`config.mk`:
```
export PLATFORM = sky130hd
export DESIGN_NAME = c_lexer_token_scanner
export DESIGN_NICKNAME = d
export VERILOG_FILES = /design/src/design/c_lex_pkg.sv /design/src/design/c_lex_front.sv /design/src/design/c_lex_queue.sv /design/src/design/c_lex_back.sv /design/src/design/c_lexer_token_scanner.sv
export SDC_FILE = /design/constraint.sdc
export NUM_CORES = 1
export LEC_CHECK = 0
export BUFFER_PORTS_ARGS = -buffer_cell sky130_fd_sc_hd__buf_2
export CAP_MARGIN = 10
export CORE_MARGIN = 3
export CORE_UTILIZATION = 45
export DETAILED_ROUTE_END_ITERATION = 6
export GPL_TIMING_DRIVEN = 0
export PLACE_DENSITY = 0.65
export SYNTH_ARGS = -nofsm -noshare
export SYNTH_HDL_FRONTEND = slang
export SYNTH_SLANG_ARGS = --single-unit
```
`constraint.sdc`:
```
create_clock -name clk_i -period 4.4 [get_ports clk_i]
set_input_delay 0.66 -clock clk_i [delete_from_list [all_inputs] [get_ports clk_i]]
set_output_delay 0.66 -clock clk_i [all_outputs]
set_load 0.05 [all_outputs]
```
`src/design/c_lex_pkg.sv`:
```
`timescale 1ns / 1ps

package c_lex_pkg;

  localparam int unsigned TOK_W       = 24;
  localparam int unsigned KIND_W      = 4;
  localparam int unsigned QUEUE_DEPTH = 4;
  localparam int unsigned QPTR_W      = 2;
  localparam int unsigned QCNT_W      = 3;

  localparam logic [KIND_W-1:0] KIND_UNKNOWN = 4'd0;
  localparam logic [KIND_W-1:0] KIND_LPAREN  = 4'd1;
  localparam logic [KIND_W-1:0] KIND_RPAREN  = 4'd2;
  localparam logic [KIND_W-1:0] KIND_LBRACK  = 4'd3;
  localparam logic [KIND_W-1:0] KIND_RBRACK  = 4'd4;
  localparam logic [KIND_W-1:0] KIND_LBRACE  = 4'd5;
  localparam logic [KIND_W-1:0] KIND_RBRACE  = 4'd6;
  localparam logic [KIND_W-1:0] KIND_DOT     = 4'd7;
  localparam logic [KIND_W-1:0] KIND_COMMA   = 4'd8;
  localparam logic [KIND_W-1:0] KIND_COLON   = 4'd9;
  localparam logic [KIND_W-1:0] KIND_SEMI    = 4'd10;
  localparam logic [KIND_W-1:0] KIND_STAR    = 4'd11;
  localparam logic [KIND_W-1:0] KIND_IDENT   = 4'd12;
  localparam logic [KIND_W-1:0] KIND_END     = 4'd13;

  localparam logic [7:0] CH_NUL   = 8'h00;
  localparam logic [7:0] CH_CR    = 8'h0D;
  localparam logic [7:0] CH_LF    = 8'h0A;
  localparam logic [7:0] CH_SLASH = 8'h2F;
  localparam logic [7:0] CH_STAR  = 8'h2A;
  localparam logic [7:0] CH_UNDER = 8'h5F;

  typedef enum logic [4:0] {
    MODE_IDLE  = 5'b00001,
    MODE_SLASH = 5'b00010,
    MODE_LINE  = 5'b00100,
    MODE_BLOCK = 5'b01000,
    MODE_IDENT = 5'b10000
  } mode_e;

  typedef struct packed {
    logic [KIND_W-1:0] kind;
    logic [TOK_W-1:0]  start;
    logic [TOK_W-1:0]  length;
    logic              last;
  } token_t;

  // one entry per byte that yields tokens; t1 is used only when two is set
  typedef struct packed {
    token_t t0;
    token_t t1;
    logic   two;
  } job_t;

  function automatic logic is_letter(input logic [7:0] b);
    return (b >= 8'h61 && b <= 8'h7A) || (b >= 8'h41 && b <= 8'h5A);
  endfunction

  function automatic logic is_ident_tail(input logic [7:0] b);
    return is_letter(b) || (b >= 8'h30 && b <= 8'h39) || (b == CH_UNDER);
  endfunction

  function automatic logic is_blank(input logic [7:0] b);
    return (b == 8'h20) || (b >= 8'h09 && b <= 8'h0D);
  endfunction

  function automatic logic [KIND_W-1:0] punct_kind(input logic [7:0] b);
    logic [KIND_W-1:0] k;
    unique case (b)
      8'h28:   k = KIND_LPAREN;
      8'h29:   k = KIND_RPAREN;
      8'h5B:   k = KIND_LBRACK;
      8'h5D:   k = KIND_RBRACK;
      8'h7B:   k = KIND_LBRACE;
      8'h7D:   k = KIND_RBRACE;
      8'h2E:   k = KIND_DOT;
      8'h2C:   k = KIND_COMMA;
      8'h3A:   k = KIND_COLON;
      8'h3B:   k = KIND_SEMI;
      8'h2A:   k = KIND_STAR;
      default: k = KIND_UNKNOWN;
    endcase
    return k;
  endfunction

endpackage

```
`src/design/c_lex_front.sv`:
```
`timescale 1ns / 1ps

module c_lex_front #(
  parameter int unsigned POSITION_BITS = 24
) (
  input  logic              clk_i,
  input  logic              rst_ni,
  input  logic              in_valid_i,
  output logic              in_ready_o,
  input  logic [7:0]        data_i,
  input  logic              full_i,
  output logic              push_o,
  output c_lex_pkg::job_t   job_o
);
  import c_lex_pkg::*;

  localparam int unsigned EXT_W = (POSITION_BITS > TOK_W) ? POSITION_BITS : TOK_W;

  mode_e                    mode_q, mode_d;
  logic                     star_q, star_d;
  logic [POSITION_BITS-1:0] pos_q, pos_d;
  logic [POSITION_BITS-1:0] pend_q, pend_d;

  logic              acc;
  logic              run_idle;
  logic              held_v, own_v;
  logic [KIND_W-1:0] held_kind, own_kind;
  logic [EXT_W-1:0]  held_len_ext;
  logic              own_len_one;
  logic [EXT_W-1:0]  pos_ext, pend_ext;
  token_t            held_tok, own_tok;

  assign in_ready_o = !full_i;
  assign acc        = in_valid_i && !full_i;
  assign pos_ext    = EXT_W'(pos_q);
  assign pend_ext   = EXT_W'(pend_q);

  always_comb begin
    mode_d       = mode_q;
    star_d       = star_q;
    pend_d       = pend_q;
    run_idle     = 1'b0;
    held_v       = 1'b0;
    held_kind    = KIND_UNKNOWN;
    held_len_ext = EXT_W'(1);
    own_v        = 1'b0;
    own_kind     = KIND_UNKNOWN;
    own_len_one  = 1'b1;

    unique case (mode_q)
      MODE_SLASH: begin
        if (data_i == CH_SLASH) begin
          mode_d = MODE_LINE;
        end else if (data_i == CH_STAR) begin
          mode_d = MODE_BLOCK;
          star_d = 1'b0;
        end else begin
          held_v   = 1'b1;
          run_idle = 1'b1;
        end
      end
      MODE_LINE: begin
        if (data_i == CH_NUL || data_i == CH_CR || data_i == CH_LF) begin
          run_idle = 1'b1;
        end
      end
      MODE_BLOCK: begin
        if (data_i == CH_NUL) begin
          run_idle = 1'b1;
        end else if (star_q && data_i == CH_SLASH) begin
          mode_d = MODE_IDLE;
          star_d = 1'b0;
        end else begin
          star_d = (data_i == CH_STAR);
        end
      end
      MODE_IDENT: begin
        if (!is_ident_tail(data_i)) begin
          held_v       = 1'b1;
          held_kind    = KIND_IDENT;
          held_len_ext = EXT_W'(pos_q - pend_q);
          run_idle     = 1'b1;
        end
      end
      default: run_idle = 1'b1;
    endcase

    if (run_idle) begin
      mode_d = MODE_IDLE;
      if (data_i == CH_NUL) begin
        own_v       = 1'b1;
        own_kind    = KIND_END;
        own_len_one = 1'b0;
      end else if (is_blank(data_i)) begin
        own_v = 1'b0;
      end else if (data_i == CH_SLASH) begin
        mode_d = MODE_SLASH;
        pend_d = pos_q;
      end else if (is_letter(data_i)) begin
        mode_d = MODE_IDENT;
        pend_d = pos_q;
      end else begin
        own_v    = 1'b1;
        own_kind = punct_kind(data_i);
      end
    end

    // end of input puts everything back to the reset state
    if (data_i == CH_NUL) begin
      mode_d = MODE_IDLE;
      star_d = 1'b0;
      pend_d = '0;
      pos_d  = '0;
    end else if (pos_q == {POSITION_BITS{1'b1}}) begin
      pos_d = pos_q;
    end else begin
      pos_d = pos_q + POSITION_BITS'(1);
    end
  end

  always_comb begin
    held_tok.kind   = held_kind;
    held_tok.start  = pend_ext[TOK_W-1:0];
    held_tok.length = held_len_ext[TOK_W-1:0];
    held_tok.last   = !own_v;

    own_tok.kind   = own_kind;
    own_tok.start  = pos_ext[TOK_W-1:0];
    own_tok.length = own_len_one ? TOK_W'(1) : '0;
    own_tok.last   = 1'b1;

    job_o.two = held_v && own_v;
    job_o.t0  = held_v ? held_tok : own_tok;
    job_o.t1  = own_tok;
  end

  assign push_o = acc && (held_v || own_v);

  always_ff @(posedge clk_i or negedge rst_ni) begin
    if (!rst_ni) begin
      mode_q <= MODE_IDLE;
      star_q <= 1'b0;
      pos_q  <= '0;
      pend_q <= '0;
    end else if (acc) begin
      mode_q <= mode_d;
      star_q <= star_d;
      pos_q  <= pos_d;
      pend_q <= pend_d;
    end
  end

endmodule

```
`src/design/c_lex_queue.sv`:
```
`timescale 1ns / 1ps

module c_lex_queue (
  input  logic             clk_i,
  input  logic             rst_ni,
  input  logic             push_i,
  input  c_lex_pkg::job_t  job_i,
  output logic             full_o,
  input  logic             pop_i,
  output logic             valid_o,
  output c_lex_pkg::job_t  job_o
);
  import c_lex_pkg::*;

  job_t              entries_q [QUEUE_DEPTH];
  logic [QPTR_W-1:0] wr_ptr_q, rd_ptr_q;
  logic [QCNT_W-1:0] count_q, count_d;
  logic              do_push, do_pop;

  assign full_o  = (count_q == QCNT_W'(QUEUE_DEPTH));
  assign valid_o = (count_q != '0);
  assign job_o   = entries_q[rd_ptr_q];
  assign do_push = push_i && !full_o;
  assign do_pop  = pop_i && valid_o;

  always_comb begin
    count_d = count_q;
    if (do_push && !do_pop) begin
      count_d = count_q + QCNT_W'(1);
    end else if (do_pop && !do_push) begin
      count_d = count_q - QCNT_W'(1);
    end
  end

  always_ff @(posedge clk_i) begin
    if (do_push) begin
      entries_q[wr_ptr_q] <= job_i;
    end
  end

  always_ff @(posedge clk_i or negedge rst_ni) begin
    if (!rst_ni) begin
      wr_ptr_q <= '0;
      rd_ptr_q <= '0;
      count_q  <= '0;
    end else begin
      count_q <= count_d;
      if (do_push) begin
        wr_ptr_q <= wr_ptr_q + QPTR_W'(1);
      end
      if (do_pop) begin
        rd_ptr_q <= rd_ptr_q + QPTR_W'(1);
      end
    end
  end

endmodule

```
`src/design/c_lex_back.sv`:
```
`timescale 1ns / 1ps

module c_lex_back (
  input  logic             clk_i,
  input  logic             rst_ni,
  input  logic             q_valid_i,
  input  c_lex_pkg::job_t  q_job_i,
  output logic             q_pop_o,
  output logic             out_valid_o,
  input  logic             out_ready_i,
  output c_lex_pkg::token_t out_tok_o
);
  import c_lex_pkg::*;

  logic   out_v_q, spare_v_q;
  token_t out_q, spare_q;
  logic   out_free;

  assign out_free    = !out_v_q || out_ready_i;
  // hold the queue while the second token of a job still waits
  assign q_pop_o     = q_valid_i && out_free && !spare_v_q;
  assign out_valid_o = out_v_q;
  assign out_tok_o   = out_q;

  always_ff @(posedge clk_i or negedge rst_ni) begin
    if (!rst_ni) begin
      out_v_q   <= 1'b0;
      spare_v_q <= 1'b0;
    end else if (spare_v_q && out_free) begin
      out_v_q   <= 1'b1;
      spare_v_q <= 1'b0;
    end else if (q_pop_o) begin
      out_v_q   <= 1'b1;
      spare_v_q <= q_job_i.two;
    end else if (out_ready_i) begin
      out_v_q <= 1'b0;
    end
  end

  always_ff @(posedge clk_i) begin
    if (spare_v_q && out_free) begin
      out_q <= spare_q;
    end else if (q_pop_o) begin
      out_q   <= q_job_i.t0;
      spare_q <= q_job_i.t1;
    end
  end

endmodule

```
`src/design/c_lexer_token_scanner.sv`:
```
`timescale 1ns / 1ps
// Path: a token passes through the job queue and then the output register to the master side.
// Throughput: one byte per cycle while the queue is not full; the output register sends one
// token per cycle while m_axis_tready is high, so the two tokens of one byte (held identifier
// or slash plus its own) leave in turn, absorbed by the four-entry job queue between stages.
// Reset: rst_ni clears scan mode, position, queue and output valid asynchronously.

module c_lexer_token_scanner #(
  parameter int unsigned POSITION_BITS = 24
) (
  input  logic        clk_i,
  input  logic        rst_ni,
  input  logic        s_axis_tvalid,
  output logic        s_axis_tready,
  input  logic [7:0]  s_axis_tdata,   // [7:0] data_byte
  output logic        m_axis_tvalid,
  input  logic        m_axis_tready,
  output logic [55:0] m_axis_tdata,   // [3:0] token_kind, [27:4] token_start,
                                      // [51:28] token_length, [55:52] zero
  output logic        m_axis_tlast    // last_of_run
);
  import c_lex_pkg::*;

  logic   push, full, q_valid, q_pop;
  job_t   push_job, head_job;
  token_t out_tok;

  c_lex_front #(
    .POSITION_BITS(POSITION_BITS)
  ) u_front (
    .clk_i      (clk_i),
    .rst_ni     (rst_ni),
    .in_valid_i (s_axis_tvalid),
    .in_ready_o (s_axis_tready),
    .data_i     (s_axis_tdata),
    .full_i     (full),
    .push_o     (push),
    .job_o      (push_job)
  );

  c_lex_queue u_queue (
    .clk_i   (clk_i),
    .rst_ni  (rst_ni),
    .push_i  (push),
    .job_i   (push_job),
    .full_o  (full),
    .pop_i   (q_pop),
    .valid_o (q_valid),
    .job_o   (head_job)
  );

  c_lex_back u_back (
    .clk_i       (clk_i),
    .rst_ni      (rst_ni),
    .q_valid_i   (q_valid),
    .q_job_i     (head_job),
    .q_pop_o     (q_pop),
    .out_valid_o (m_axis_tvalid),
    .out_ready_i (m_axis_tready),
    .out_tok_o   (out_tok)
  );

  assign m_axis_tdata = {4'b0000, out_tok.length, out_tok.start, out_tok.kind};
  assign m_axis_tlast = out_tok.last;

endmodule
```
# --- Yosys cells after proc, flatten, opt, wreduce, memory -nomap -nowiden ---
# Memory sizes are Yosys's and may differ from the RTL's.
# Cells that the tools add are included.
# Widths: inputs -> output; s select.
word_totals:
  regBits: 169
  mem_bits_rw: 332
  inputBits: 12
  output_inout_bits: 59
  elab_cells: 162
  memories: 1
memory_table:
  columns: ["memory", "words", "word_bits", "rd", "rd_clocked_by_memory_dff", "wr", "line_no", "source"]
  rows:
  - ["u_queue.entries_q", 4, 83, 1, 0, 1, "c_lex_queue.sv:15", "job_t entries_q [QUEUE_DEPTH];"]
classes:
  addsub: 6
  order_cmp: 8
  eq_ne: 28
  n_mux: 58
  bitwise: 1
  reduce_logical: 43
op_table:
  columns: ["op", "count"]
  rows:
  - ["$mux 24", 9]
  - ["$mux 53", 3]
  - ["$eq 8x6->1 const B", 9]
  - ["$pmux 4 s11", 1]
  - ["$eq 8x7->1 const B", 5]
  - ["$mux 5", 8]
  - ["$mux 4", 7]
  - ["$add 24x1->24 const B", 1]
  - ["$eq 24x24->1 const B", 1]
  - ["$mux 1", 24]
  - ["$sub 24x24->24", 1]
  - ["$eq 8x4->1 const B", 2]
  - ["$ge 8x7->1 const B", 2]
  - ["$le 8x7->1 const B", 2]
  - ["$logic_and 1x1->1", 15]
  - ["$reduce_and 4->1", 3]
  - ["$reduce_bool 3->1", 4]
  - ["$pmux 5 s2", 1]
  - ["$ge 8x4->1 const B", 1]
  - ["$ge 8x6->1 const B", 1]
  - ["$le 8x4->1 const B", 1]
  - ["$le 8x6->1 const B", 1]
  - ["$logic_not 8->1", 1]
  - ["$logic_or 1x1->1", 8]
  - ["other kinds (21)", 33]

# --- Longest topological paths before layout ---
depth:
  ltp_word: 15
  depth_mapped: 13
  mapped_depth_nobuf: 12

# --- Modules after synthesis ---
# A second synthesis with hierarchy kept.
hier_totals:
  hier_cells: 1396
  area_unflattened_um2: 24925.2
by_module_without_submodules:
  columns: ["mod", "instances", "cells_each", "area_per_inst_um2"]
  rows:
  - ["c_lex_queue", 1, 594, 15810.2]
  - ["c_lex_front", 1, 622, 4878.4]
  - ["c_lex_back", 1, 175, 4202.8]
  - ["c_lexer_token_scanner", 1, 5, 33.8]

# --- Worst setup path before layout ---
# No wires, ideal clock.
synth_path:
  kind: "input to register"
  startpoint: "input s_axis_tdata[2]"
  endpoint: "memory u_queue.entries_q[2][0] (netlist bit) (enable)"
  setup_ns: 0.451
  t_arrival_ns: 4.159
  path_slack_ns: -0.209
  path_stages: 8
  n_path_buf: 2
  cell_sequence: "buf_2 -> or4_4 -> o22ai_4 -> o211ai_4 -> nor2b_1 -> buf_6 -> o22ai_4 -> and2_1"
synth_via:
  elab_chain_cells: 13
  elab_cells_between_ends: 42
synth_lines:
  columns: ["element", "line_no", "source"]
  rows:
  - ["start, declared", "c_lexer_token_scanner.sv:15", "input logic [7:0] s_axis_tdata,"]
  - ["$ge 8x7->1 or $le 8x7->1 (tied branches)", "c_lex_pkg.sv:56", "return (b >= 8'h61 && b <= 8'h7A) || (b >= 8'h41 && b <= 8'h5A);"]
  - ["$logic_and 1x1->1", "c_lex_pkg.sv:56", null]
  - ["$logic_or 1x1->1", "c_lex_pkg.sv:56", null]
  - ["$logic_or 1x1->1 or $mux 1 (tied branches)", "c_lex_pkg.sv:60, c_lex_front.sv:99", null]
  - ["$logic_or 1x1->1 or $mux 1 (tied branches)", "c_lex_pkg.sv:60, c_lex_front.sv:96", null]
  - ["$mux 1, on equally long branches", "c_lex_front.sv:78, c_lex_front.sv:94", null]
  - ["$pmux 1 s4 or $mux 1 (tied branches)", "c_lex_front.sv:50, c_lex_front.sv:90", null]
  - ["$mux 1", "c_lex_front.sv:88", "if (run_idle) begin"]
  - ["$logic_or 1x1->1 (*)", "c_lex_front.sv:137", "assign push_o = acc && (held_v || own_v);"]
  - ["$logic_and 1x1->1 (*)", "c_lex_front.sv:137", null]
  - ["$logic_and 1x1->1 (*)", "c_lex_queue.sv:23", "assign do_push = push_i && !full_o;"]
  - ["via u_queue.do_push", "c_lex_queue.sv:18", "logic do_push, do_pop;"]
  - ["$mux 1 (*)", "c_lex_queue.sv:36", "if (do_push) begin"]
  - ["$mux 1 (implied by the code) (*)", "c_lex_queue.sv:37", "entries_q[wr_ptr_q] <= job_i;"]
  - ["end, declared", "c_lex_queue.sv:15", null]
# Mark *: on every way through the listed nets, which the timed path passes. The rest lies on a longest branch.

# --- Worst setup path after layout ---
layout_path:
  startpoint: "register u_front.mode_q[3]"
  endpoint: "memory u_queue.entries_q[0][69] (netlist bit) (enable)"
layout_via:
  elab_chain_cells: 8
  elab_cells_between_ends: 12
layout_lines:
  columns: ["element", "line_no", "source"]
  rows:
  - ["start, declared", "c_lex_front.sv:19", "mode_e mode_q, mode_d;"]
  - ["start signal, assigned", "c_lex_front.sv:146", "mode_q <= mode_d;"]
  - ["$eq 5x5->1, or another cell as far along", "c_lex_front.sv:50", "unique case (mode_q)"]
  - ["$pmux 1 s4", "c_lex_front.sv:50", null]
  - ["$mux 1", "c_lex_front.sv:88", null]
  - ["$logic_or 1x1->1 (*)", "c_lex_front.sv:137", null]
  - ["$logic_and 1x1->1 (*)", "c_lex_front.sv:137", null]
  - ["$logic_and 1x1->1 (*)", "c_lex_queue.sv:23", null]
  - ["via u_queue.do_push", "c_lex_queue.sv:18", null]
  - ["$mux 1 (*)", "c_lex_queue.sv:36", null]
  - ["$mux 1 (implied by the code) (*)", "c_lex_queue.sv:37", null]
# Marked as above.

==> results_dict.tcl <==
set metrics [dict create \
    fin_worst_skew_ps 21.79 \
    synth_ff_type "edfxtp_1" \
    cp.arrival_ps 3700 \
    grt_max_degree 64 \
    syn_area_per_cell_sq_um 16.35 \
    synthesis.area_sq_um 20270 \
    antenna_found_initial 0 \
    routabilityCongestion 0.8832 \
    htree_levels 2 \
    place_area_sq_um 21550 \
    cts_buffer_depth 3 \
    hold_violations 0 \
    wl_per_cell_microns 21.42 \
    crit_start "u_front.mode_q[3]" \
    rsz0062_at_grt "false" \
    diodes 0 \
    rows 77 \
    cellLeakagePower_nw 8.183 \
    worst_setup_path_start_kind "register" \
    drtIter0Drc 799 \
    drc_errors 0 \
    cpPeakStageDelay_ps 640 \
    gr-total-overflow 0 \
    root_buffer "clkbuf_16" \
    drive_above_1_share_pct 24.02 \
    fin_crit_sh_pct 78.61 \
    io_pins 71 \
    ctsResizeCount 0 \
    slew_viol_final 0 \
    portBuffers 62 \
    max-cap-violations 0 \
    post_cts_buffers 0 \
    hpwl_microns 28480 \
    timing.fmax_ghz 0.2891 \
    mostFrequentLayoutCell "edfxtp_1" \
    via_per_inst 5.494 \
    rr_startpoint "u_front.mode_q[3]" \
    path_cells "or3b_1 > a2111oi_4 > o211ai_4 > nor2b_1 > buf_6 > o22ai_4 > and2_4 > buf_16" \
    critPathMaxFanout 45 \
    crit_path_top_delay_cell "and2_4" \
    synth.distinct_cells 81 \
    numCtsBuffers 49 \
    die_area_sq_um 47640 \
    min_path_type "in -> async" \
    die_y_microns 218.3 \
    status "finished, final reports clean" \
    required_ps 4640 \
    crit_end "u_queue.entries_q[0][69]" \
    initial_core_util_pct 45.75 \
    coreArea_sq_um 44320 \
    async_reset_ff_share_pct 13.21 \
    pre_cts_slack_ps 483.4 \
    worstSkewPairLatency_ps 580 \
    fp.dieW_microns 218.3 \
    vdd_ir_drop_max_uv 395.6 \
    layout_common_cells "edfxtp_1 (414), mux4_2 (83), buf_2 (74)" \
    yosysWarnings 0 \
    vias 10980 \
    path_buf_inv 2 \
    drtAntennaViolNets 0 \
    finalSetupViolCount 0 \
    cp.depth 8 \
    clock-sinks 477 \
    cts_tree "done" \
    final.setup.worst_slack_ps 941.4 \
    synth-edff-count 414 \
    relSlewSlack_pct 26.75 \
    rrSetupSlack_ps 940 \
    num-nets-final 1410 \
    holdBufCountCts 0 \
    syn_to_final_growth_pct 14.22 \
    reg2reg_to "u_queue.entries_q[0][69]" \
    synth-seq-cells 477 \
    worst_slew_pin_slew_ps 1085 \
    wl_microns 42820 \
    grt_pass1_wl_microns 66670 \
    synthCells 1240 \
    design_area_sq_um 23160 \
    cp-end-kind "register" \
    finalHoldWorstSlack_ps 169.1 \
    power.density_nw_per_um2 686.7 \
    grt_usage_pct 18.42 \
    crit_family "simple AND/OR/NAND/NOR gates" \
    rr_worst_depth 8 \
    period_needed_ps 3459 \
    critPathKind "reg -> reg" \
    dr.pass1.iters 5 \
    grt_pass1_vias 11350 \
    ys_seq_area_share_pct 69.10 \
    path_clk_slew_ps 60 \
]
-- kinds of logic after synthesis --
logic type / count (synthesis) / share of synthesized area [%]
other: 1 / 0.01850
buffers and inverters: 104 / 2.284
AO/OA/AOI/OAI: 181 / 6.301
XOR/XNOR: 35 / 1.512
AND/OR/NAND/NOR: 293 / 7.628
adder cells (fa/ha/maj): 31 / 1.987
multiplexers: 118 / 11.16
flip-flops: 477 / 69.10
-- synth_stat cells, types with 3 or more instances --
| library cell | n | area share, % |
|---|---|---|
| edfxtp_1 | 414 | 61 |
| mux4_2 | 83 | 9.2 |
| nand2_1 | 71 | 1.3 |
| nor2_1 | 64 | 1.2 |
| dfrtp_1 | 62 | 7.7 |
| o21ai_0 | 54 | 1.3 |
| inv_1 | 45 | 0.83 |
| and2_1 | 33 | 1.0 |
| clkbuf_1 | 31 | 0.57 |
| mux2_2 | 30 | 1.7 |
| ha_1 | 29 | 1.8 |
| a21oi_1 | 25 | 0.62 |
| nand3_1 | 24 | 0.59 |
| o21ai_2 | 21 | 0.91 |
| nor3_1 | 18 | 0.44 |
| xnor2_1 | 18 | 0.78 |
| xor2_1 | 17 | 0.73 |
| nand3_2 | 16 | 0.79 |
| buf_2 | 13 | 0.32 |
| nand2b_1 | 12 | 0.37 |
| a21o_1 | 10 | 0.37 |
| or3_1 | 9 | 0.28 |
| nand4_1 | 8 | 0.25 |
| o21ai_1 | 8 | 0.20 |
| and3_1 | 7 | 0.22 |
| nor4_1 | 7 | 0.22 |
| a211oi_1 | 6 | 0.22 |
| a21boi_0 | 6 | 0.22 |
| o21a_1 | 6 | 0.22 |
| buf_1 | 5 | 0.093 |
| buf_4 | 5 | 0.19 |
| o31ai_1 | 5 | 0.19 |
| o31a_1 | 4 | 0.17 |
| o41ai_1 | 4 | 0.17 |
| a31oi_1 | 3 | 0.093 |
| mux2i_1 | 3 | 0.15 |
| nor2b_1 | 3 | 0.093 |
-- worst reg2reg max path: stages, from the launching register on --
cell       delay (ps)
dfrtp_1           410
or3b_1            450
a2111oi_4         300
o211ai_4          250
nor2b_1           210
buf_6             160
o22ai_4           300
and2_4            650
buf_16            320
-- metal layers --
layer / routed length [microns] / global-route usage, %
met5: 0 / 0
met4: 914 / 5.327
met3: 1697 / 2.614
met2: 21410 / 30.63
met1: 18800 / 25.59
-- report_power, final --
part	total [W]	switching [W]	internal, W
clock	0.00408	0.00169	0.00240
sequential	0.00656	0.000320	0.00624
combinational	0.00525	0.00329	0.00196
-- sequential cells by signal, summed over array words and instances, names as in the netlist, 3 cells and up --
signal and count:
u_queue.count_q 3, u_front.pend_ext 24, u_back.out_tok_o 53, u_front.pos_ext 24
u_queue.entries_q 332, u_front.mode_q 5, u_back.spare_q 29
-- how the worst min path moves through the flow --
stage	startpoint	end	slack (ps)	cells after the start
after detailed placement	u_queue.count_q[2]	u_queue.count_q[2]	510	1
final	rst_ni	u_queue.wr_ptr_q[0]	170	1
after global placement	u_queue.count_q[2]	u_queue.count_q[2]	510	1
after floorplan	rst_ni	u_back.out_valid_o	360	0
after CTS	rst_ni	u_queue.wr_ptr_q[0]	200	1
after global routing	rst_ni	u_back.spare_v_q	240	1
-- stage by stage --
step / std cells / setup TNS (ps) / power [W] / utilization [%]
after detailed placement: 1907 / 0 / 0.01199 / 48.63
final: 1999 / 0 / 0.01590 / 52.25
after floorplan: 1243 / 0 / 0.01044 / -
after global placement: 1897 / -270560 / 0.01186 / 48.15
after CTS: 1998 / 0 / 0.01611 / 52.22
after global routing: 1999 / 0 / 0.01671 / 52.25
-- cell type report --
| cell class | count | area [sq um] |
|---|---|---|
| timing repair buffer | 73 | 519.2 |
| clock inverter | 25 | 236.5 |
| buffer | 58 | 290.3 |
| fill | 3648 | 21160 |
| tap | 592 | 740.7 |
| sequential | 477 | 14010 |
| multi-input combinational | 662 | 5834 |
| clock buffer | 66 | 1353 |
| inverter | 46 | 172.7 |
Note: power is estimated with default switching activity, not from simulation.
